==> config.mk <==
export PLATFORM = sky130hd
export DESIGN_NAME = first_fit_heap_allocator
export DESIGN_NICKNAME = d
export VERILOG_FILES = /design/src/hdl/ffa_pkg.sv /design/src/hdl/ffa_ram.sv /design/src/hdl/ffa_div.sv /design/src/hdl/first_fit_heap_allocator.sv
export SDC_FILE = /design/constraint.sdc
export NUM_CORES = 2
export LEC_CHECK = 0
export ABC_CLOCK_PERIOD_IN_PS = 30700
export BUFFER_PORTS_ARGS = -buffer_cell sky130_fd_sc_hd__buf_2
export CAP_MARGIN = 20
export CORE_MARGIN = 1
export CORE_UTILIZATION = 38
export DETAILED_ROUTE_END_ITERATION = 6
export PLACE_DENSITY = 0.52
export SYNTH_ARGS = -nofsm -noshare
export SYNTH_HDL_FRONTEND = slang
export SYNTH_SLANG_ARGS = --single-unit
==> constraint.sdc <==
create_clock -name clk_i -period 30.7 [get_ports clk_i]
set_input_delay 4.605 -clock clk_i [delete_from_list [all_inputs] [get_ports clk_i]]
set_output_delay 4.605 -clock clk_i [all_outputs]
set_load 0.01 [all_outputs]
==> src/hdl/ffa_pkg.sv <==
`timescale 1ns / 1ps
// ----------------------------------------------------------------------------
// ffa_pkg
// Shared types, widths and codes of the first-fit heap allocator.
// ----------------------------------------------------------------------------
package ffa_pkg;

  localparam int unsigned AddrBits   = 20;
  localparam int unsigned SizeBits   = AddrBits + 1;
  localparam int unsigned AlignBits  = 13;
  localparam int unsigned FreeSlots  = 32;
  localparam int unsigned UsedSlots  = 32;

  localparam logic [SizeBits-1:0] HeapMax = SizeBits'(1) << AddrBits;

  localparam logic [1:0] StOk      = 2'd0;
  localparam logic [1:0] StNoSpace = 2'd1;
  localparam logic [1:0] StNoAddr  = 2'd2;
  localparam logic [1:0] StFull    = 2'd3;

  localparam logic ModeAlloc = 1'b0;
  localparam logic ModeFree  = 1'b1;

  typedef struct packed {
    logic                 mode;
    logic [SizeBits-1:0]  alloc_size;
    logic [AlignBits-1:0] alignment;
    logic [AddrBits-1:0]  address;
  } in_item_t;

  typedef struct packed {
    logic [1:0]          status;
    logic [AddrBits-1:0] result_address;
    logic [SizeBits-1:0] largest_free;
  } out_item_t;

  // one descriptor: base address and byte count
  typedef struct packed {
    logic [AddrBits-1:0] base;
    logic [SizeBits-1:0] size;
  } entry_t;

endpackage

==> src/hdl/ffa_ram.sv <==
`timescale 1ns / 1ps
// ----------------------------------------------------------------------------
// ffa_ram
// Descriptor table: one write port, one read port, registered read data.
// ----------------------------------------------------------------------------
module ffa_ram #(
  parameter int unsigned Depth = 32,
  parameter int unsigned Width = 41,
  parameter int unsigned IdxW  = 5
) (
  input  logic             clk_i,
  input  logic             we_i,
  input  logic [IdxW-1:0]  waddr_i,
  input  logic [Width-1:0] wdata_i,
  input  logic [IdxW-1:0]  raddr_i,
  output logic [Width-1:0] rdata_o
);

  logic [Width-1:0] mem_q [Depth];
  logic [Width-1:0] rdata_q;

  always_ff @(posedge clk_i) begin
    if (we_i) begin
      mem_q[waddr_i] <= wdata_i;
    end
    rdata_q <= mem_q[raddr_i];
  end

  assign rdata_o = rdata_q;

endmodule

==> src/hdl/ffa_div.sv <==
`timescale 1ns / 1ps
// ----------------------------------------------------------------------------
// ffa_div
// Restoring remainder unit: base modulo alignment, one quotient bit a cycle.
// ----------------------------------------------------------------------------
module ffa_div (
  input  logic                          clk_i,
  input  logic                          rst_ni,
  input  logic                          start_i,
  input  logic [ffa_pkg::AddrBits-1:0]  dividend_i,
  input  logic [ffa_pkg::AlignBits-1:0] divisor_i,
  output logic                          done_o,
  output logic [ffa_pkg::AlignBits-1:0] rem_o
);

  localparam int unsigned CntW = $clog2(ffa_pkg::AddrBits + 1);

  logic [ffa_pkg::AddrBits-1:0]  num_q, num_d;
  logic [ffa_pkg::AlignBits-1:0] den_q, den_d;
  logic [ffa_pkg::AlignBits:0]   rem_q, rem_d;
  logic [CntW-1:0]               cnt_q, cnt_d;
  logic                          busy_q, busy_d;
  logic                          done_q, done_d;
  logic [ffa_pkg::AlignBits:0]   shifted;

  always_comb begin
    num_d   = num_q;
    den_d   = den_q;
    rem_d   = rem_q;
    cnt_d   = cnt_q;
    busy_d  = busy_q;
    done_d  = 1'b0;
    shifted = {rem_q[ffa_pkg::AlignBits-1:0], num_q[ffa_pkg::AddrBits-1]};
    if (start_i) begin
      num_d  = dividend_i;
      den_d  = divisor_i;
      rem_d  = '0;
      cnt_d  = CntW'(ffa_pkg::AddrBits);
      busy_d = 1'b1;
    end else if (busy_q) begin
      num_d = {num_q[ffa_pkg::AddrBits-2:0], 1'b0};
      if (shifted >= {1'b0, den_q}) begin
        rem_d = shifted - {1'b0, den_q};
      end else begin
        rem_d = shifted;
      end
      cnt_d = cnt_q - 1'b1;
      if (cnt_q == CntW'(1)) begin
        busy_d = 1'b0;
        done_d = 1'b1;
      end
    end
  end

  always_ff @(posedge clk_i or negedge rst_ni) begin
    if (!rst_ni) begin
      busy_q <= 1'b0;
      done_q <= 1'b0;
      cnt_q  <= '0;
    end else begin
      busy_q <= busy_d;
      done_q <= done_d;
      cnt_q  <= cnt_d;
    end
  end

  always_ff @(posedge clk_i) begin
    num_q <= num_d;
    den_q <= den_d;
    rem_q <= rem_d;
  end

  assign done_o = done_q;
  assign rem_o  = rem_q[ffa_pkg::AlignBits-1:0];

endmodule

==> src/hdl/first_fit_heap_allocator.sv <==
`timescale 1ns / 1ps
// ----------------------------------------------------------------------------
// first_fit_heap_allocator
// First-fit allocator over an address-ordered free table and a used table.
// ----------------------------------------------------------------------------
// One item at a time. Both tables sit in single-port-read RAMs, and every
// table visit is a read followed by a use of the registered data. An
// allocate runs a fit search over the free entries, a merge pass and a
// rescan when nothing fits, the alignment remainder when the alignment is
// nonzero, a move of the later entries when an entry empties, and a final
// largest-free scan. A free searches and moves used entries, passes and
// shifts free entries, and ends with the same largest-free scan. A heap_size
// write takes effect in the following cycle and needs no clearing pass. The
// next item is taken once the result has moved to the output register.
module first_fit_heap_allocator #(
  parameter int unsigned FREE_SLOTS = ffa_pkg::FreeSlots,
  parameter int unsigned USED_SLOTS = ffa_pkg::UsedSlots
) (
  input  logic                         clk_i,
  input  logic                         rst_ni,
  input  logic                         cfg_we_i,
  input  logic [ffa_pkg::SizeBits-1:0] cfg_wdata_i,
  input  logic                         in_valid_i,
  output logic                         in_stall_o,
  input  ffa_pkg::in_item_t            in_item_i,
  output logic                         out_valid_o,
  input  logic                         out_stall_i,
  output ffa_pkg::out_item_t           out_item_o
);

  localparam int unsigned FIW = (FREE_SLOTS > 1) ? $clog2(FREE_SLOTS) : 1;
  localparam int unsigned UIW = (USED_SLOTS > 1) ? $clog2(USED_SLOTS) : 1;
  localparam int unsigned FCW = $clog2(FREE_SLOTS + 1);
  localparam int unsigned UCW = $clog2(USED_SLOTS + 1);
  localparam int unsigned EW  = $bits(ffa_pkg::entry_t);
  localparam int unsigned AB  = ffa_pkg::AddrBits;
  localparam int unsigned SB  = ffa_pkg::SizeBits;

  localparam logic [4:0] S_IDLE    = 5'd0;
  localparam logic [4:0] S_A0      = 5'd1;
  localparam logic [4:0] S_FIT_RD  = 5'd2;
  localparam logic [4:0] S_FIT_CHK = 5'd3;
  localparam logic [4:0] S_M_RD0   = 5'd4;
  localparam logic [4:0] S_M_FIRST = 5'd5;
  localparam logic [4:0] S_M_RD    = 5'd6;
  localparam logic [4:0] S_M_CHK   = 5'd7;
  localparam logic [4:0] S_DIV     = 5'd8;
  localparam logic [4:0] S_TAKE    = 5'd9;
  localparam logic [4:0] S_FD_RD   = 5'd10;
  localparam logic [4:0] S_FD_WR   = 5'd11;
  localparam logic [4:0] S_U_APP   = 5'd12;
  localparam logic [4:0] S_U_RD    = 5'd13;
  localparam logic [4:0] S_U_CHK   = 5'd14;
  localparam logic [4:0] S_UD_RD   = 5'd15;
  localparam logic [4:0] S_UD_WR   = 5'd16;
  localparam logic [4:0] S_P_RD    = 5'd17;
  localparam logic [4:0] S_P_CHK   = 5'd18;
  localparam logic [4:0] S_SU_RD   = 5'd19;
  localparam logic [4:0] S_SU_WR   = 5'd20;
  localparam logic [4:0] S_INS     = 5'd21;
  localparam logic [4:0] S_L_RD    = 5'd22;
  localparam logic [4:0] S_L_CHK   = 5'd23;
  localparam logic [4:0] S_DONE    = 5'd24;

  logic [4:0]               state_q;
  ffa_pkg::in_item_t        req_q;
  logic [SB-1:0]            heap_q;
  logic [FCW-1:0]           free_cnt_q, fk_q, mw_q, idx_q, pos_q;
  logic [UCW-1:0]           used_cnt_q, uk_q;
  logic                     fresh_q, fresh_rd_q, merged_q;
  ffa_pkg::entry_t          cur_q;
  logic [SB-1:0]            sz_q, max_q;
  logic [ffa_pkg::AlignBits-1:0] pad_q;
  logic [1:0]               status_q;
  logic [AB-1:0]            res_q;
  logic                     out_valid_q;
  ffa_pkg::out_item_t       out_item_q;

  logic [FCW-1:0]  fk_inc, fk_dec, fr_addr, fw_addr;
  logic [UCW-1:0]  uk_inc, uk_dec, ur_addr, uw_addr;
  logic            fwe, uwe;
  ffa_pkg::entry_t fwdata, uwdata, fram_q, uram_q, frd, urd;
  logic [SB:0]     need;
  logic [SB:0]     cur_end;
  logic            adjacent;
  logic            div_start, div_done;
  logic [ffa_pkg::AlignBits-1:0] div_rem;
  logic [AB-1:0]   take_addr;
  logic [SB:0]     take;
  logic [SB-1:0]   take_size;
  logic [AB-1:0]   take_base;
  logic [SB:0]     take_base_sum;
  logic [SB-1:0]   cfg_heap;

  assign fk_inc = fk_q + 1'b1;
  assign fk_dec = fk_q - 1'b1;
  assign uk_inc = uk_q + 1'b1;
  assign uk_dec = uk_q - 1'b1;

  // entry zero reads as the full heap until it is first written
  assign frd = fresh_rd_q ? '{base: '0, size: heap_q} : fram_q;
  assign urd = uram_q;

  assign need          = {1'b0, req_q.alloc_size} + (SB + 1)'(req_q.alignment);
  assign cur_end       = (SB + 1)'(cur_q.base) + {1'b0, cur_q.size};
  assign adjacent      = (cur_end == (SB + 1)'(frd.base));
  assign take_addr     = AB'((SB + 1)'(cur_q.base) + (SB + 1)'(pad_q));
  assign take          = {1'b0, req_q.alloc_size} + (SB + 1)'(pad_q);
  assign take_size     = cur_q.size - take[SB-1:0];
  assign take_base_sum = (SB + 1)'(cur_q.base) + take;
  assign take_base     = take_base_sum[AB-1:0];
  assign cfg_heap      = (cfg_wdata_i > ffa_pkg::HeapMax) ? ffa_pkg::HeapMax : cfg_wdata_i;

  assign div_start = (state_q == S_FIT_CHK) && ({1'b0, frd.size} >= need) &&
                     (fk_q < free_cnt_q) && (req_q.alignment != '0);

  // table port control
  always_comb begin
    fr_addr = fk_q;
    fwe     = 1'b0;
    fw_addr = fk_q;
    fwdata  = cur_q;
    ur_addr = uk_q;
    uwe     = 1'b0;
    uw_addr = uk_q;
    uwdata  = urd;
    unique case (state_q)
      S_M_RD0: fr_addr = '0;
      S_FD_RD: fr_addr = fk_inc;
      S_SU_RD: fr_addr = fk_dec;
      S_M_RD: begin
        if (fk_q >= free_cnt_q) begin
          fwe     = 1'b1;
          fw_addr = mw_q;
        end
      end
      S_M_CHK: begin
        if (!adjacent) begin
          fwe     = 1'b1;
          fw_addr = mw_q;
        end
      end
      S_TAKE: begin
        if (take_size != '0) begin
          fwe     = 1'b1;
          fw_addr = idx_q;
          fwdata  = '{base: take_base, size: take_size};
        end
      end
      S_FD_WR, S_SU_WR: begin
        fwe    = 1'b1;
        fwdata = frd;
      end
      S_INS: begin
        fwe     = 1'b1;
        fw_addr = pos_q;
        fwdata  = '{base: req_q.address, size: sz_q};
      end
      S_U_RD:  ur_addr = uk_dec;
      S_UD_RD: ur_addr = uk_inc;
      S_UD_WR: uwe = 1'b1;
      S_U_APP: begin
        uwe     = 1'b1;
        uw_addr = used_cnt_q;
        uwdata  = '{base: res_q, size: req_q.alloc_size};
      end
      default: ;
    endcase
  end

  always_ff @(posedge clk_i or negedge rst_ni) begin
    if (!rst_ni) begin
      state_q     <= S_IDLE;
      heap_q      <= ffa_pkg::HeapMax;
      free_cnt_q  <= FCW'(1);
      used_cnt_q  <= '0;
      fresh_q     <= 1'b1;
      fresh_rd_q  <= 1'b0;
      out_valid_q <= 1'b0;
      merged_q    <= 1'b0;
    end else begin
      fresh_rd_q <= fresh_q && (fr_addr == '0);
      if (fwe && (fw_addr == '0)) begin
        fresh_q <= 1'b0;
      end
      if (out_valid_q && !out_stall_i && (state_q != S_DONE)) begin
        out_valid_q <= 1'b0;
      end
      if (cfg_we_i) begin
        heap_q     <= cfg_heap;
        free_cnt_q <= (cfg_heap == '0) ? '0 : FCW'(1);
        used_cnt_q <= '0;
        fresh_q    <= 1'b1;
      end
      unique case (state_q)
        S_IDLE: begin
          if (in_valid_i) begin
            state_q <= (in_item_i.mode == ffa_pkg::ModeAlloc) ? S_A0 : S_U_RD;
            uk_q    <= used_cnt_q;
            res_q   <= '0;
            max_q   <= '0;
          end
        end
        S_A0: begin
          fk_q     <= '0;
          merged_q <= 1'b0;
          if (req_q.alloc_size == '0) begin
            status_q <= ffa_pkg::StNoSpace;
            state_q  <= S_L_RD;
          end else if (used_cnt_q >= UCW'(USED_SLOTS)) begin
            status_q <= ffa_pkg::StFull;
            state_q  <= S_L_RD;
          end else begin
            state_q <= S_FIT_RD;
          end
        end
        S_FIT_RD: begin
          if (fk_q < free_cnt_q) begin
            state_q <= S_FIT_CHK;
          end else if (!merged_q && (free_cnt_q > FCW'(1))) begin
            state_q <= S_M_RD0;
          end else begin
            status_q <= ffa_pkg::StNoSpace;
            fk_q     <= '0;
            state_q  <= S_L_RD;
          end
        end
        S_FIT_CHK: begin
          if ({1'b0, frd.size} >= need) begin
            cur_q <= frd;
            idx_q <= fk_q;
            pad_q <= '0;
            state_q <= (req_q.alignment != '0) ? S_DIV : S_TAKE;
          end else begin
            fk_q    <= fk_inc;
            state_q <= S_FIT_RD;
          end
        end
        S_M_RD0: state_q <= S_M_FIRST;
        S_M_FIRST: begin
          cur_q   <= frd;
          fk_q    <= FCW'(1);
          mw_q    <= '0;
          state_q <= S_M_RD;
        end
        S_M_RD: begin
          if (fk_q >= free_cnt_q) begin
            free_cnt_q <= mw_q + 1'b1;
            merged_q   <= 1'b1;
            fk_q       <= '0;
            state_q    <= S_FIT_RD;
          end else begin
            state_q <= S_M_CHK;
          end
        end
        S_M_CHK: begin
          if (adjacent) begin
            cur_q.size <= cur_q.size + frd.size;
          end else begin
            mw_q  <= mw_q + 1'b1;
            cur_q <= frd;
          end
          fk_q    <= fk_inc;
          state_q <= S_M_RD;
        end
        S_DIV: begin
          if (div_done) begin
            pad_q   <= (div_rem == '0) ? '0 : req_q.alignment - div_rem;
            state_q <= S_TAKE;
          end
        end
        S_TAKE: begin
          res_q <= take_addr;
          fk_q  <= idx_q;
          state_q <= (take_size == '0) ? S_FD_RD : S_U_APP;
        end
        S_FD_RD: begin
          if (fk_inc >= free_cnt_q) begin
            free_cnt_q <= free_cnt_q - 1'b1;
            state_q    <= S_U_APP;
          end else begin
            state_q <= S_FD_WR;
          end
        end
        S_FD_WR: begin
          fk_q    <= fk_inc;
          state_q <= S_FD_RD;
        end
        S_U_APP: begin
          used_cnt_q <= used_cnt_q + 1'b1;
          status_q   <= ffa_pkg::StOk;
          fk_q       <= '0;
          state_q    <= S_L_RD;
        end
        S_U_RD: begin
          fk_q <= '0;
          if (uk_q == '0) begin
            status_q <= ffa_pkg::StNoAddr;
            state_q  <= S_L_RD;
          end else begin
            state_q <= S_U_CHK;
          end
        end
        S_U_CHK: begin
          uk_q <= uk_dec;
          if (urd.base == req_q.address) begin
            sz_q <= urd.size;
            if (free_cnt_q >= FCW'(FREE_SLOTS)) begin
              status_q <= ffa_pkg::StFull;
              state_q  <= S_L_RD;
            end else begin
              state_q <= S_UD_RD;
            end
          end else begin
            state_q <= S_U_RD;
          end
        end
        S_UD_RD: begin
          if (uk_inc >= used_cnt_q) begin
            used_cnt_q <= used_cnt_q - 1'b1;
            state_q    <= S_P_RD;
          end else begin
            state_q <= S_UD_WR;
          end
        end
        S_UD_WR: begin
          uk_q    <= uk_inc;
          state_q <= S_UD_RD;
        end
        S_P_RD: begin
          // scan ran off the end: fk already equals the free count
          if (fk_q >= free_cnt_q) begin
            pos_q   <= fk_q;
            state_q <= S_SU_RD;
          end else begin
            state_q <= S_P_CHK;
          end
        end
        S_P_CHK: begin
          if (frd.base < req_q.address) begin
            fk_q    <= fk_inc;
            state_q <= S_P_RD;
          end else begin
            pos_q   <= fk_q;
            fk_q    <= free_cnt_q;
            state_q <= S_SU_RD;
          end
        end
        S_SU_RD: begin
          state_q <= (fk_q <= pos_q) ? S_INS : S_SU_WR;
        end
        S_SU_WR: begin
          fk_q    <= fk_dec;
          state_q <= S_SU_RD;
        end
        S_INS: begin
          free_cnt_q <= free_cnt_q + 1'b1;
          status_q   <= ffa_pkg::StOk;
          fk_q       <= '0;
          state_q    <= S_L_RD;
        end
        S_L_RD: begin
          state_q <= (fk_q < free_cnt_q) ? S_L_CHK : S_DONE;
        end
        S_L_CHK: begin
          if (frd.size > max_q) begin
            max_q <= frd.size;
          end
          fk_q    <= fk_inc;
          state_q <= S_L_RD;
        end
        S_DONE: begin
          if (!out_valid_q || !out_stall_i) begin
            out_valid_q <= 1'b1;
            state_q     <= S_IDLE;
          end
        end
        default: state_q <= S_IDLE;
      endcase
    end
  end

  // payload registers
  always_ff @(posedge clk_i) begin
    if ((state_q == S_IDLE) && in_valid_i) begin
      req_q <= in_item_i;
    end
    if ((state_q == S_DONE) && (!out_valid_q || !out_stall_i)) begin
      out_item_q.status         <= status_q;
      out_item_q.result_address <= (status_q == ffa_pkg::StOk) ? res_q : '0;
      out_item_q.largest_free   <= max_q;
    end
  end

  ffa_ram #(
    .Depth (FREE_SLOTS),
    .Width (EW),
    .IdxW  (FIW)
  ) u_free_ram (
    .clk_i   (clk_i),
    .we_i    (fwe),
    .waddr_i (fw_addr[FIW-1:0]),
    .wdata_i (fwdata),
    .raddr_i (fr_addr[FIW-1:0]),
    .rdata_o (fram_q)
  );

  ffa_ram #(
    .Depth (USED_SLOTS),
    .Width (EW),
    .IdxW  (UIW)
  ) u_used_ram (
    .clk_i   (clk_i),
    .we_i    (uwe),
    .waddr_i (uw_addr[UIW-1:0]),
    .wdata_i (uwdata),
    .raddr_i (ur_addr[UIW-1:0]),
    .rdata_o (uram_q)
  );

  ffa_div u_div (
    .clk_i      (clk_i),
    .rst_ni     (rst_ni),
    .start_i    (div_start),
    .dividend_i (frd.base),
    .divisor_i  (req_q.alignment),
    .done_o     (div_done),
    .rem_o      (div_rem)
  );

  assign in_stall_o  = (state_q != S_IDLE);
  assign out_valid_o = out_valid_q;
  assign out_item_o  = out_item_q;

`ifndef ASSERT_OFF
  a_free_cnt_bound: assert property (@(posedge clk_i) disable iff (!rst_ni)
    free_cnt_q <= FCW'(FREE_SLOTS))
    else $error("free table count out of range");

  a_used_cnt_bound: assert property (@(posedge clk_i) disable iff (!rst_ni)
    used_cnt_q <= UCW'(USED_SLOTS))
    else $error("used table count out of range");

  a_out_from_done: assert property (@(posedge clk_i) disable iff (!rst_ni)
    $rose(out_valid_q) |-> $past(state_q == S_DONE))
    else $error("result raised outside completion");

  a_fail_zero_addr: assert property (@(posedge clk_i) disable iff (!rst_ni)
    (out_valid_q && (out_item_q.status != ffa_pkg::StOk)) |->
      (out_item_q.result_address == '0))
    else $error("failed item carries an address");
`endif

endmodule
# After elaboration in Yosys (flattened, before gate mapping)
# Memories as Yosys holds them, arrays and structs flattened. A register that Yosys moved wholly into a read port is not among the register bits.
# Cells that the tools add are included.
[classes] addsub=19 n_mul=0 n_div=0 n_lt_le_gt_ge=13 eq_ne=44 shifts=0 n_mux=103 bitwise_logic=0 reduce_logical=60
[ops] cell="$pmux 41 s3" count=2
[ops] cell="$mux 41" count=4
[ops] cell="$pmux 5 s22" count=1
[ops] cell="$mux 6" count=17
[ops] cell="$mux 21" count=4
[ops] cell="$mux 20" count=4
[ops] cell="$mux 5" count=13
[ops] cell="$logic_not 21->1" count=3
[ops] cell="$pmux 6 s3" count=3
[ops] cell="$pmux 6 s9" count=1
[ops] cell="$mux 13" count=4
[ops] cell="$eq 5x5->1 const B" count=9
[ops] cell="$pmux 21 s2" count=1
[ops] cell="$eq 5x4->1 const B" count=8
[ops] cell="$pmux 20 s2" count=1
[ops] cell="$pmux 6 s2" count=3
[ops] cell="$add 6x1->6 const B" count=5
[ops] cell="$ne 2x2->1 const B" count=13
[ops] cell="$pmux 13 s2" count=1
[ops] cell="$sub 13x13->13" count=2
[ops] cell="$mux 1" count=25
[ops] cell="$pmux 6 s4" count=1
[ops] cell="$sub 6x1->6 const B" count=4
[ops] cell="$add 20x21->22" count=1
[ops] cell="other kinds (53)" count=109
[word_totals] register_bits=340 latch_bits=0 ramBits=2624 rom_bits=0 inputBits=81 output_inout_bits=45 elab_cells=273 mem_count=2
[memory_table] name="u_free_ram.mem_q" words=32 width=41 read_ports=1 rd_ports_with_merged_regs=1 wr=1 line="ffa_ram.sv:19" source="logic [Width-1:0] mem_q [Depth];"
[memory_table] name="u_used_ram.mem_q" words=32 width=41 read_ports=1 rd_ports_with_merged_regs=1 wr=1 line="ffa_ram.sv:19"

# Longest topological paths before layout
[depth] ltp_word=9 mapped_depth=29 ltp_nobuf=26

# By module
# Synthesis repeated with hierarchy kept, for this count alone.
[unflattened] cells_unflattened=8637 area_unflattened_um2=129870.8
[modules_own_cells] mod="ffa_ram (u_free_ram)" n_inst=1 cells_each=2883 area_each_um2=51799.7 seq_area_each_um2=40218.6
[modules_own_cells] mod="ffa_ram (u_used_ram)" n_inst=1 cells_each=2883 area_each_um2=51789.7 seq_area_each_um2=40218.6
[modules_own_cells] mod="first_fit_heap_allocator" n_inst=1 cells_each=2596 area_each_um2=23324.9 seq_area_each_um2=8411.8
[modules_own_cells] mod="ffa_div" n_inst=1 cells_each=275 area_each_um2=2956.6 seq_area_each_um2=1426.4

# Least setup slack after synthesis
# No wires, ideal clock.
[synth_path] kind="register to register" from="register req_q[34] (netlist bit)" to="memory u_free_ram.mem_q[15][0] (enable)" setup_time_ns=0.557 arrival_ns=9.498 t_required_ns=30.143 slack_ns=20.646 stages_incl_launch_ff=27 n_path_buf=1 synth_period_minus_slack_ns=10.054 cell_sequence="edfxtp_1 -> ha_1 -> a21o_1 -> a21oi_1 -> o21ba_2 -> o21ai_0 -> a21oi_1 -> o21ai_0 -> a211oi_1 -> nor2_1 -> o21a_1 -> nor2_1 -> xnor2_1 -> inv_1 -> ha_1 -> nor2_1 -> or3_1 -> o221ai_1 -> a221oi_1 -> xnor2_1 -> xnor2_1 -> and4_1 -> buf_4 -> o31ai_1 -> a221o_1 -> nand3_1 -> nor4b_1"
[synth_between] elab_chain_len=7 word_cells_on_any_way=9 cone_classes="2 x add/sub; 6 x mux; 1 x reduce/logical"
[synth_lines] item="start: declaration" line="first_fit_heap_allocator.sv:66" source="ffa_pkg::in_item_t req_q;"
[synth_lines] item="start signal: assignment" line="first_fit_heap_allocator.sv:386" source="req_q <= in_item_i;"
[synth_lines] item="$add 21x13->21 *" line="first_fit_heap_allocator.sv:108" source="assign take = {1'b0, req_q.alloc_size} + (SB + 1)'(pad_q);"
[synth_lines] item="$sub 21x21->21 *" line="first_fit_heap_allocator.sv:109" source="assign take_size = cur_q.size - take[SB-1:0];"
[synth_lines] item="$reduce_bool 21->1 *" line="first_fit_heap_allocator.sv:144" source="if (take_size != '0) begin"
[synth_lines] item="$mux 1" line="first_fit_heap_allocator.sv:144"
[synth_lines] item="$pmux 1 s4" line="first_fit_heap_allocator.sv:127" source="unique case (state_q)"
[synth_lines] item="$mux 1" line="ffa_ram.sv:23" source="if (we_i) begin"
[synth_lines] item="$mux 1 (implied by the code)" line="ffa_ram.sv:24" source="mem_q[waddr_i] <= wdata_i;"
[synth_lines] item="end: declaration" line="ffa_ram.sv:19"
# Mark *: on every way between the ends. The rest lies on a longest branch, timed or not.

# Final worst setup path
[layout_path] from="register req_q[34] (netlist bit)" to="memory u_free_ram.mem_q[11][18] (enable)"
# The elaborated chain is that of the path after synthesis.

==> results.tsv <==
metric	value	unit
VDD IR max	0.1422	mV
worst r2r src	req_q[34]$_DFFE_PP_	
CTS Sinks	3046	
fin area	0.1465	mm²
ys async rst share	0.01609	
Post-synth top cells	edfxtp_1, nand2_1, nand3_1	
setup slack, reg-to-reg	22270	ps
RSZ-0062 raised after global routing	no	
worst setup path start	req_q[34]$_DFFE_PP_	
total die area	0.3417	mm²
sw frac	0.3707	
row count	213	
Hold Path Cell Cnt	0	
CTS clk-pin slew, worst paths	70	ps
post-synth top area share	0.6757	
leakage	49.76	nW
first-pass GRT wire length	568000	µm
Tot Pwr	0.01460	W
sequential power share	0.385	
final core occ	0.4346	
post-synthesis cell type count	96	
Fmax achieved	118.6	MHz
Synth area leader	edfxtp_1	
fin worst setup slack	22270	ps
die height	584.6	µm
Top FF cell, synth	edfxtp_1	
Tmin final	8431	ps
Crit path largest cell delay	880	ps
maxcap violations	0	
DRT iter0 DRCs	8775	
failing checks	DRC	
Hold EP	sz_q[6]$_DFFE_PP_	
total grt overflow	0	
syn nets	9025	
internal power	0.009188	W
Post-DP Area	0.1358	mm²
Setup TNS	0	ps
Seq/Total Area, Yosys	0.7000	
r2r worst-path depth	26	
count of hold buffers inserted by post-cts repair	0	
top post-synthesis cells by area	edfxtp_1, mux4_2, nand2_1	
Critical Path Fanout Max	41	
Max Slew Vio Count	0	
Clock Skew	44.86	ps
gp weighted congestion	0.9161	
core area	0.3371	mm²
PortBufs	125	
DP HPWL	235600	µm
cts bufs inserted	325	
fin crit share	0.2746	
Hold Path Class	flop to flop	
Worst Tran Pin Value	1234	ps
number of hold violations in the final report	0	
FF+latch count, synth	3046	
post-CTS sizing	0	
Worst slew margin	0.1776	
R2R Path End	u_free_ram.mem_q[11][18]$_DFFE_PP_	
outcome	finished, violations left	
# DRC	11	
Ys Warns	0	
P per Cell Area	99.66	mW/mm²
Mean Syn Cell Area	14.83	µm²
CTS tree	yes	
CTS max path bufs	4	
post-synthesis cell area	0.1290	mm²
IO Pins	126	
DR vias/cell	5.750	
Hold Crit Start	u_used_ram.rdata_o[6]$_DFF_P_	
pre-CTS setup slack	22280	ps
Die Width	584.6	µm
WL per Instance	29.66	µm
Startpoint Class	flop	
Initial Utilization	0.3825	
kind of critical path	flop to flop	
DR vias	78540	
CP arrival	8950	ps
first-pass iteration count of the detailed router	7	
Crit. End Element	flop	
pin count of the biggest net entering global routing	172	
Comb pwr share	0.352	
Sw Pwr	0.005412	W
Nets	9202	
WP buf/inv	2	
Top Family by Delay on Critical Path	compound AO/OA/AOI/OAI gates	
Worst-Skew Late Latency	920	ps
layout cells sized above 1	0.1547	
setup bufs post-CTS	0	
initial antenna violation count	27	
critical path's slowest cell	or2_1	
DRT antenna net count	0	
H-tree lvl count	5	
Layout area overhead	13.60	%
routed wire length	405100	µm
CP required	31220	ps
most numerous cell in the Yosys netlist	edfxtp_1	
vias in the first global route	75440	
Gate Count Post-Synth	8694	
clock power share	0.263	
EDFF count, synth	2902	
total track usage	0.2325	
Setup-failing EPs final	0	
CTS root buffer	clkbuf_16	
placed cells by master (no fill, tap or decap), drive strengths merged, types with 113 or more instances in the layout:
master	count
clkinv	113
buf	328
o21ai	162
nand2	1665
a21oi	161
and3	184
edfxtp	2902
mux4	410
xnor2	118
inv	213
clkbuf	444
ha	241
a311oi	247
nor2	258
nand3	507
routing by layer:
metal,GRT usage,share of wire,vias up
met5,0,0.00023,-
met4,0.07131,0.031,14
met3,0.03120,0.065,618
met2,0.3778,0.47,2921
met1,0.3246,0.43,41180
li1,-,-,33810
state kept, by name, summed over array words and instances (netlist names), 6 cells and up:
| signal | count |
|---|---|
| cur_q | 41 |
| fk_q | 6 |
| free_cnt_q | 6 |
| heap_q | 21 |
| idx_q | 6 |
| max_q | 21 |
| mw_q | 6 |
| out_item_o | 43 |
| pad_q | 13 |
| pos_q | 6 |
| req_q | 54 |
| res_q | 20 |
| sz_q | 21 |
| u_div.den_q | 13 |
| u_div.num_q | 20 |
| u_div.rem_q | 13 |
| u_free_ram.mem_q | 1312 |
| u_free_ram.rdata_o | 41 |
| u_used_ram.mem_q | 1312 |
| u_used_ram.rdata_o | 41 |
| uk_q | 6 |
| used_cnt_q | 6 |
cells by family after synthesis:
kind of cell / Yosys count / synth area share
multiplexers: 510 / 0.08014
AND/OR/NAND/NOR: 2977 / 0.1028
adder cells (fa/ha/maj): 250 / 0.02478
AO/OA/AOI/OAI: 1044 / 0.05985
buffers and inverters: 682 / 0.01990
flip-flops: 3046 / 0.7000
XOR/XNOR: 185 / 0.01256
metrics by stage:
step | hold slack, ps | cells
CTS | 447.5 | 13630
finish | 446.0 | 13660
detailed placement | 437.5 | 13040
global placement | 423.9 | 13040
global route | 453.0 | 13650
floorplan | 408.1 | 8694
worst max path at each step:
stage / endpoint / slack (ps) / depth (start not counted)
after floorplan: u_free_ram.mem_q[15][0]$_DFFE_PP_ / 20650 / 26
after global placement: u_free_ram.mem_q[2][38]$_DFFE_PP_ / 22270 / 26
after detailed placement: u_free_ram.mem_q[2][30]$_DFFE_PP_ / 22280 / 26
after CTS: u_free_ram.mem_q[2][23]$_DFFE_PP_ / 22200 / 26
after global routing: u_free_ram.mem_q[11][18]$_DFFE_PP_ / 21780 / 26
final: u_free_ram.mem_q[11][18]$_DFFE_PP_ / 22270 / 26
power by group through the flow:
stage | sequential (W) | combinational (W) | clock (W)
2_1_floorplan | 0.00555 | 0.00327 | 0
3_3_place_gp | 0.00570 | 0.00498 | 0
3_5_place_dp | 0.00571 | 0.00507 | 0
4_1_cts | 0.00562 | 0.00508 | 0.00390
5_1_grt | 0.00563 | 0.00556 | 0.00406
6_report | 0.00562 | 0.00514 | 0.00384
area by class of cell:
class | instances | area, µm²
diodes | 8 | 20.02
fillers | 29950 | 190600
repair buffers | 328 | 2614
inverters | 204 | 765.7
clock inverters | 148 | 1314
well taps | 4515 | 5649
flip-flops and latches | 3046 | 90280
clock buffers | 444 | 8991
multi-input cells | 4966 | 36880
(Power assumes the default switching activity.)
